===== src/sv/idwf_pkg.sv =====
// ----------------------------------------------------------------------------
// idwf_pkg
// Shared types and constants of the display write framer: symbol codes,
// request kinds, frame bytes and the controller/datapath interface structs.
// ----------------------------------------------------------------------------
package idwf_pkg;

    // bus symbol codes
    typedef logic [2:0] symbol_t;
    localparam symbol_t SYM_START = 3'd0;
    localparam symbol_t SYM_BIT   = 3'd1;
    localparam symbol_t SYM_ACK   = 3'd2;
    localparam symbol_t SYM_STOP  = 3'd3;
    localparam symbol_t SYM_PULSE = 3'd4;

    // request kinds
    typedef logic [1:0] kind_t;
    localparam kind_t KIND_COMMAND  = 2'd0;
    localparam kind_t KIND_DATA     = 2'd1;
    localparam kind_t KIND_RECOVERY = 2'd2;
    localparam kind_t KIND_UNUSED   = 2'd3;

    // frame bytes
    localparam logic [7:0] CTRL_COMMAND = 8'h00;
    localparam logic [7:0] CTRL_DATA    = 8'h40;
    localparam logic [7:0] ADDR_RESET   = 8'h78;

    // recovery pulse count, capped so a run never exceeds the frame length
    localparam int RECOVERY_PULSES = 15;
    localparam int MAX_RESULTS     = 29;
    localparam int PULSE_COUNT     = (RECOVERY_PULSES > MAX_RESULTS - 1) ?
                                     MAX_RESULTS - 1 : RECOVERY_PULSES;
    localparam int PULSE_W         = $clog2(MAX_RESULTS);
    localparam logic [PULSE_W-1:0] PULSE_INIT = PULSE_W'(PULSE_COUNT);

    // configuration port
    localparam int APB_AW = 3;
    localparam int APB_DW = 32;
    localparam logic REG_DEVICE_ADDRESS = 1'b0;

    // frame byte positions
    typedef logic [1:0] byte_idx_t;
    localparam byte_idx_t BYTE_ADDR    = 2'd0;
    localparam byte_idx_t BYTE_CTRL    = 2'd1;
    localparam byte_idx_t BYTE_PAYLOAD = 2'd2;

    // controller to datapath
    typedef struct packed {
        logic    load;       // capture a new request
        logic    emit;       // put a symbol into the output register
        symbol_t sym;
        logic    use_bit;    // sda from the shift register msb
        logic    sda_fix;    // sda otherwise
        logic    last;
        logic    shift;      // advance to the next bit of the byte
        logic    next_byte;  // load the next frame byte
        logic    pulse_dec;
    } cmd_t;

    // datapath to controller
    typedef struct packed {
        logic out_free;      // output register can take a symbol
        logic in_frame;      // request on the input is a frame
        logic in_recovery;   // request on the input is a recovery
        logic bit_last;
        logic byte_last;
        logic pulse_last;
    } status_t;

endpackage


===== src/sv/idwf_ctrl.sv =====
// ----------------------------------------------------------------------------
// idwf_ctrl
// Sequencer of the framer: walks start, address/control/payload bytes with
// their ack clocks and the stop, or the recovery pulses and the stop.
// ----------------------------------------------------------------------------
module idwf_ctrl (
    input  logic             clk,
    input  logic             rst_n,
    input  logic             in_valid,
    output logic             in_stall,
    input  idwf_pkg::status_t status,
    output idwf_pkg::cmd_t    cmd
);
    import idwf_pkg::*;

    localparam logic [2:0] ST_IDLE  = 3'd0;
    localparam logic [2:0] ST_START = 3'd1;
    localparam logic [2:0] ST_BIT   = 3'd2;
    localparam logic [2:0] ST_ACK   = 3'd3;
    localparam logic [2:0] ST_PULSE = 3'd4;
    localparam logic [2:0] ST_STOP  = 3'd5;

    logic [2:0] state_reg;
    logic [2:0] state_next;

    // busy for the whole run
    assign in_stall = (state_reg != ST_IDLE);

    // next state and commands
    always_comb
    begin
        state_next = state_reg;
        cmd        = '0;
        unique case (state_reg)
            ST_IDLE:
            begin
                if (in_valid)
                begin
                    cmd.load = 1'b1;
                    if (status.in_frame)
                        state_next = ST_START;
                    else if (status.in_recovery)
                        state_next = ST_PULSE;
                end
            end
            ST_START:
            begin
                if (status.out_free)
                begin
                    cmd.emit   = 1'b1;
                    cmd.sym    = SYM_START;
                    state_next = ST_BIT;
                end
            end
            ST_BIT:
            begin
                if (status.out_free)
                begin
                    cmd.emit    = 1'b1;
                    cmd.sym     = SYM_BIT;
                    cmd.use_bit = 1'b1;
                    cmd.shift   = 1'b1;
                    if (status.bit_last)
                        state_next = ST_ACK;
                end
            end
            ST_ACK:
            begin
                if (status.out_free)
                begin
                    cmd.emit    = 1'b1;
                    cmd.sym     = SYM_ACK;
                    cmd.sda_fix = 1'b1;
                    if (status.byte_last)
                        state_next = ST_STOP;
                    else
                    begin
                        cmd.next_byte = 1'b1;
                        state_next    = ST_BIT;
                    end
                end
            end
            ST_PULSE:
            begin
                if (status.out_free)
                begin
                    cmd.emit      = 1'b1;
                    cmd.sym       = SYM_PULSE;
                    cmd.sda_fix   = 1'b1;
                    cmd.pulse_dec = 1'b1;
                    if (status.pulse_last)
                        state_next = ST_STOP;
                end
            end
            ST_STOP:
            begin
                if (status.out_free)
                begin
                    cmd.emit    = 1'b1;
                    cmd.sym     = SYM_STOP;
                    cmd.sda_fix = 1'b1;
                    cmd.last    = 1'b1;
                    state_next  = ST_IDLE;
                end
            end
            default:
            begin
                state_next = ST_IDLE;
            end
        endcase
    end

    // state register
    always_ff @(posedge clk or negedge rst_n)
    begin
        if (!rst_n)
            state_reg <= ST_IDLE;
        else
            state_reg <= state_next;
    end

endmodule


===== src/sv/idwf_dp.sv =====
// ----------------------------------------------------------------------------
// idwf_dp
// Datapath of the framer: device address register, byte shift register,
// bit/byte/pulse counters and the output symbol register.
// ----------------------------------------------------------------------------
module idwf_dp (
    input  logic                          clk,
    input  logic                          rst_n,
    // configuration
    input  logic                          cfg_we,
    input  logic [idwf_pkg::APB_AW-1:0]   cfg_addr,
    input  logic [idwf_pkg::APB_DW-1:0]   cfg_wdata,
    output logic [idwf_pkg::APB_DW-1:0]   cfg_rdata,
    // request
    input  idwf_pkg::kind_t               kind,
    input  logic [7:0]                    payload,
    // symbols
    output logic                          out_valid,
    input  logic                          out_stall,
    output idwf_pkg::symbol_t             symbol,
    output logic                          sda_level,
    output logic                          last,
    // control
    input  idwf_pkg::cmd_t                cmd,
    output idwf_pkg::status_t             status
);
    import idwf_pkg::*;

    logic [7:0]         dev_addr_reg;
    logic [7:0]         shift_reg;
    logic [7:0]         shift_next;
    logic [2:0]         bit_cnt_reg;
    logic [2:0]         bit_cnt_next;
    byte_idx_t          byte_idx_reg;
    byte_idx_t          byte_idx_next;
    logic [PULSE_W-1:0] pulse_cnt_reg;
    logic [PULSE_W-1:0] pulse_cnt_next;
    logic               data_kind_reg;
    logic [7:0]         payload_reg;
    logic               out_valid_reg;
    symbol_t            sym_reg;
    logic               sda_reg;
    logic               last_reg;
    logic               out_free;

    // register file
    always_ff @(posedge clk or negedge rst_n)
    begin
        if (!rst_n)
            dev_addr_reg <= ADDR_RESET;
        else if (cfg_we && cfg_addr[2] == REG_DEVICE_ADDRESS)
            dev_addr_reg <= cfg_wdata[7:0];
    end

    assign cfg_rdata = (cfg_addr[2] == REG_DEVICE_ADDRESS) ?
                       {{(APB_DW-8){1'b0}}, dev_addr_reg} : '0;

    // status back to the controller
    assign out_free = !out_valid_reg || !out_stall;
    always_comb
    begin
        status.out_free    = out_free;
        status.in_frame    = (kind == KIND_COMMAND) || (kind == KIND_DATA);
        status.in_recovery = (kind == KIND_RECOVERY);
        status.bit_last    = (bit_cnt_reg == 3'd0);
        status.byte_last   = (byte_idx_reg == BYTE_PAYLOAD);
        status.pulse_last  = (pulse_cnt_reg == PULSE_W'(1));
    end

    // byte sequencing
    always_comb
    begin
        shift_next     = shift_reg;
        bit_cnt_next   = bit_cnt_reg;
        byte_idx_next  = byte_idx_reg;
        pulse_cnt_next = pulse_cnt_reg;
        priority if (cmd.load)
        begin
            shift_next     = dev_addr_reg;
            bit_cnt_next   = 3'd7;
            byte_idx_next  = BYTE_ADDR;
            pulse_cnt_next = PULSE_INIT;
        end
        else if (cmd.next_byte)
        begin
            shift_next    = (byte_idx_reg == BYTE_ADDR) ?
                            (data_kind_reg ? CTRL_DATA : CTRL_COMMAND) : payload_reg;
            bit_cnt_next  = 3'd7;
            byte_idx_next = byte_idx_reg + 2'd1;
        end
        else if (cmd.shift)
        begin
            shift_next   = {shift_reg[6:0], 1'b0};
            bit_cnt_next = bit_cnt_reg - 3'd1;
        end
        else if (cmd.pulse_dec)
        begin
            pulse_cnt_next = pulse_cnt_reg - PULSE_W'(1);
        end
    end

    always_ff @(posedge clk)
    begin
        shift_reg     <= shift_next;
        bit_cnt_reg   <= bit_cnt_next;
        byte_idx_reg  <= byte_idx_next;
        pulse_cnt_reg <= pulse_cnt_next;
        if (cmd.load)
        begin
            data_kind_reg <= (kind == KIND_DATA);
            payload_reg   <= payload;
        end
    end

    // output symbol register
    always_ff @(posedge clk or negedge rst_n)
    begin
        if (!rst_n)
            out_valid_reg <= 1'b0;
        else if (out_free)
            out_valid_reg <= cmd.emit;
    end

    always_ff @(posedge clk)
    begin
        if (out_free && cmd.emit)
        begin
            sym_reg  <= cmd.sym;
            sda_reg  <= cmd.use_bit ? shift_reg[7] : cmd.sda_fix;
            last_reg <= cmd.last;
        end
    end

    assign out_valid = out_valid_reg;
    assign symbol    = sym_reg;
    assign sda_level = sda_reg;
    assign last      = last_reg;

endmodule


===== src/sv/i2c_display_write_framer.sv =====
// ----------------------------------------------------------------------------
// i2c_display_write_framer
// Write-only I2C master framer: turns command, data and recovery requests
// into runs of bus symbols, one symbol per result.
//
//   channel   direction  handshake            payload
//   request   in         in_valid / in_stall  kind, payload
//   symbol    out        out_valid/out_stall  symbol, sda_level, last
//   config    in         APB write/read       device_address at 0x0
//
// A frame is a capture and then 29 symbols, a recovery run a capture, then
// PULSE_COUNT pulses and the stop; the symbol sequencer emits one symbol per
// cycle while the output does not stall. in_stall stays high for the run.
// An unused kind is taken and dropped without starting a run.
// Reset clears the sequencer and output valid and sets device_address to 0x78.
// ----------------------------------------------------------------------------
module i2c_display_write_framer (
    input  logic                          clk,
    input  logic                          rst_n,
    // request channel
    input  logic                          in_valid,
    output logic                          in_stall,
    input  idwf_pkg::kind_t               kind,
    input  logic [7:0]                    payload,
    // symbol channel
    output logic                          out_valid,
    input  logic                          out_stall,
    output idwf_pkg::symbol_t             symbol,
    output logic                          sda_level,
    output logic                          last,
    // configuration port
    input  logic                          psel,
    input  logic                          penable,
    input  logic                          pwrite,
    input  logic [idwf_pkg::APB_AW-1:0]   paddr,
    input  logic [idwf_pkg::APB_DW-1:0]   pwdata,
    output logic [idwf_pkg::APB_DW-1:0]   prdata,
    output logic                          pready
);
    import idwf_pkg::*;

    cmd_t    cmd;
    status_t status;
    logic    cfg_we;

    // register write strobe
    assign pready = 1'b1;
    assign cfg_we = psel && penable && pwrite && pready;

    idwf_ctrl u_ctrl (
        .clk      (clk),
        .rst_n    (rst_n),
        .in_valid (in_valid),
        .in_stall (in_stall),
        .status   (status),
        .cmd      (cmd)
    );

    idwf_dp u_dp (
        .clk       (clk),
        .rst_n     (rst_n),
        .cfg_we    (cfg_we),
        .cfg_addr  (paddr),
        .cfg_wdata (pwdata),
        .cfg_rdata (prdata),
        .kind      (kind),
        .payload   (payload),
        .out_valid (out_valid),
        .out_stall (out_stall),
        .symbol    (symbol),
        .sda_level (sda_level),
        .last      (last),
        .cmd       (cmd),
        .status    (status)
    );

endmodule


===== config.mk =====
export PLATFORM = sky130hd
export DESIGN_NAME = i2c_display_write_framer
export DESIGN_NICKNAME = d
export VERILOG_FILES = /design/src/sv/idwf_pkg.sv /design/src/sv/idwf_ctrl.sv /design/src/sv/idwf_dp.sv /design/src/sv/i2c_display_write_framer.sv
export SDC_FILE = /design/constraint.sdc
export NUM_CORES = 1
export LEC_CHECK = 0
export CORE_MARGIN = 2
export CORE_UTILIZATION = 40
export DETAILED_ROUTE_END_ITERATION = 12
export DONT_BUFFER_PORTS = 1
export PLACE_DENSITY = 0.61
export SYNTH_ARGS = -nofsm -noshare
export SYNTH_HDL_FRONTEND = slang
export SYNTH_HIERARCHICAL = 1
export SYNTH_SLANG_ARGS = --single-unit

===== constraint.sdc =====
create_clock -name clk -period 2.83 [get_ports clk]
set_input_delay 0.566 -clock clk [delete_from_list [all_inputs] [get_ports clk]]
set_output_delay 0.566 -clock clk [all_outputs]
set_load 0.02 [all_outputs]

==> results.md <==
* Status: complete, no violations
* Worst slew pin tran at ~750 ps
* CP required at 2980 ps
* Asr flop ratio synth at 0.2727
* Slew headroom at 0.4998
* Hpwl dp at between 2 and 3 mm
* Number of buffers and inverters on the critical path at 0
* RSZ-0062 raised after global routing: no
* Die ar. at roughly 0.0067 mm²
* Core Box Area at about 0.0059 mm²
* Yosys top cell by area: edfxtp_1
* RePlAce Congestion at ~0.79
* Crit path arrival time at between 2000 and 3000 ps
* H-tree depth at 2
* Final Core Density at 0.4220
* Mapped Cells at 230
* Top-area cell type share of the netlist area at 0.2734
* Area grow syn2layout at 2.796%
* Critical path endpoint category: register
* Commonest non-fill, non-tap cell in the layout: conb_1
* GRT Util Overall at 0.1354
* CP Class: reg -> reg
* R2r setup slk at 430 ps
* First-pass GRT wire length at between 6 and 7 mm
* Crit path time final at between 2000 and 2500 ps
* Root Driver: clkbuf_8
* Post-route antenna net violation count at 0
* CTS Buf Count at 5
* Via count at 1,481
* Crit-path slowest cell: dfrtp_1
* Gr ovfl total at 0
* Fin nets at 290
* Final Slew Violations at 0
* DRT Wirelength at between 4 and 5 mm
* Final setup violation count at 0
* Vias in the first global route at about 1,400
* YS warnings at 6
* RR Endpoint: u_dp/shift_reg[1]
* Die width at 81.72 µm
* Leak pwr at 0.001013 µW
* PortBufs at 0
* R2R cell count at 5
* Clock buffer depth at 2
* Maxcap violations at 0
* Yosys cell types at 49
* Area after DPL at about 0.0024 mm²
* Most frequent cells in the layout: conb_1, nand2_1, nor2b_1, edfxtp_1, inv_1
* Fillers at 579
* Maximum clock frequency at around 0.42 GHz
* Total clock sinks at 44
* Crit path max fanout at 16
* Average size of a mapped cell at ~11 µm²
* Storage cell area at around 0.0012 mm²
* Fin crit share at 0.8473
* Reg2reg start: u_ctrl/state_reg[1]
* Avg WL per Cell at 13.96 µm
* Io pins at slightly above 90
* Sequential share of the synthesized area at 0.4827
* CTS clk-pin slew, worst paths at 80 ps
* Initial antenna violation count at 0
* Post-CTS Setup Bufs at 0
* Yosys reg bits at 44
* Antenna Cells at 0
* Post-synth EDFFs at 22
* Area contributors post-synth: edfxtp_1, buf_4, dfrtp_1
* P per Cell Area at 1034 mW/mm²
* Critical Path Start Type: register
* Ys flop type: edfxtp_1
* CTS tree: built
* Initial core utilization at 0.4105
* Clock latency on the worst-skew pair at between 200 and 300 ps
* Clk_skew at around 5.8 ps
* Drt via density at between 4 and 5
* Post-layout instance area at ~0.0025 mm²
* Pin count of the biggest net entering global routing at 33
* Share of layout cells above drive strength 1 at 0.1121
* Post-route DRC violation count at 0
* Largest stage delay on the critical path at 690 ps
* Critical path, cell by cell: nand2_1 > nor3_1 > nor2b_1 > a21oi_1 > o21ai_1
* Hold Path Class: in -> async
* Core Rows at 28
* Die Y at ~80 µm
* Final hold violation count at 0
* Area of the multi-input gates at between 0.001 and 0.0015 mm²
* Syn Std Cell Area at 0.002416 mm²
* CP delay by family, top: simple AND/OR/NAND/NOR gates
* Post-route setup TNS at 0 ps
* Worst vdd rail ir drop at around 0.48 mV
* Pre-antenna DRT Iters at 4
* Initial drt markers at 60
-- cells in the mapped netlist (2+ instances only) --
| library cell | number |
|---|---|
| nor3b_1 | 3 |
| and2_1 | 2 |
| mux2_4 | 2 |
| mux2_1 | 9 |
| clkbuf_1 | 3 |
| nand2_1 | 23 |
| dfstp_2 | 4 |
| and3_1 | 2 |
| ha_1 | 7 |
| dfxtp_1 | 10 |
| buf_4 | 27 |
| a31oi_1 | 2 |
| nand2b_1 | 2 |
| edfxtp_1 | 22 |
| dfrtp_1 | 8 |
| a211oi_1 | 3 |
| or3_1 | 2 |
| o21ai_1 | 6 |
| conb_1 | 2 |
| buf_2 | 4 |
| nor3_1 | 5 |
| a21oi_1 | 8 |
| o21ai_0 | 3 |
| o32a_1 | 2 |
| xnor2_1 | 4 |
| inv_1 | 11 |
| mux2i_1 | 3 |
| nor2b_1 | 22 |
| nor2_1 | 9 |
-- per-stage QoR --
step           hold slack, ps  instances  power [µW]  setup WS, ps
2_1_floorplan           270.4        253        2019         614.9
3_3_place_gp            270.7        298        2158         490.5
3_5_place_dp            270.8        298        2192         469.7
4_1_cts                 87.16        307        2595         463.4
5_1_grt                 76.88        307        2765         179.0
6_report                102.9        307        2569         432.2
-- logic make-up (layout without fill, tap and decap cells) --
group                      count (synthesis)  count (layout)  synth area share
AOI/OAI and AO/OA                         31              31           0.08390
xor gates and xnor gates                   4               4           0.01450
DFF                                       44              44            0.4826
other                                      2              25          0.003108
adders and majority gates                  7               7           0.03625
buffers and inverters                     47              26            0.1201
and+or+nand+nor                           80              80            0.1880
muxes                                     15              15           0.07147
-- per-layer routing --
| layer | track usage | vias to the layer above | wire, µm |
|---|---|---|---|
| met3 | 0.04725 | 2 | 295 |
| met2 | 0.2171 | 51 | 2003 |
| li1 | - | 740 | - |
| met1 | 0.1663 | 688 | 1962 |
| met5 | 0 | - | 0 |
| met4 | 0.05500 | 0 | 25 |
-- worst max path at each step --
stage          cells past startpoint  slack [ps]           startpoint                     to
2_1_floorplan                      7         610  u_ctrl/state_reg[2]  u_dp/pulse_cnt_reg[4]
3_3_place_gp                       6         490            out_stall      u_dp/shift_reg[3]
3_5_place_dp                       5         470  u_ctrl/state_reg[1]      u_dp/shift_reg[1]
4_1_cts                            5         460  u_ctrl/state_reg[1]      u_dp/shift_reg[1]
5_1_grt                            5         180  u_ctrl/state_reg[1]      u_dp/shift_reg[3]
6_report                           5         430  u_ctrl/state_reg[1]      u_dp/shift_reg[1]
-- final cells by class --
type	count	share of cell area
sequential	44	0.4695
multi-input combinational	162	0.4212
tap	75	0.03778
clock buffer	6	0.02922
timing repair buffer	6	0.01914
inverter	12	0.01814
clock inverter	2	0.005038
-- report_power, final --
part           leakage (µW)  switching, µW  internal [µW]
sequential         0.000428            190            976
combinational      0.000543            587            426
clock             0.0000412            218            173
-- timing repair --
action / 4_1_cts / 5_1_grt
hold buffers: 1 / 0
resized for setup: 0 / 0
endpoints found under the hold margin: 8 / 0
Power figures use the tool's default switching activity.
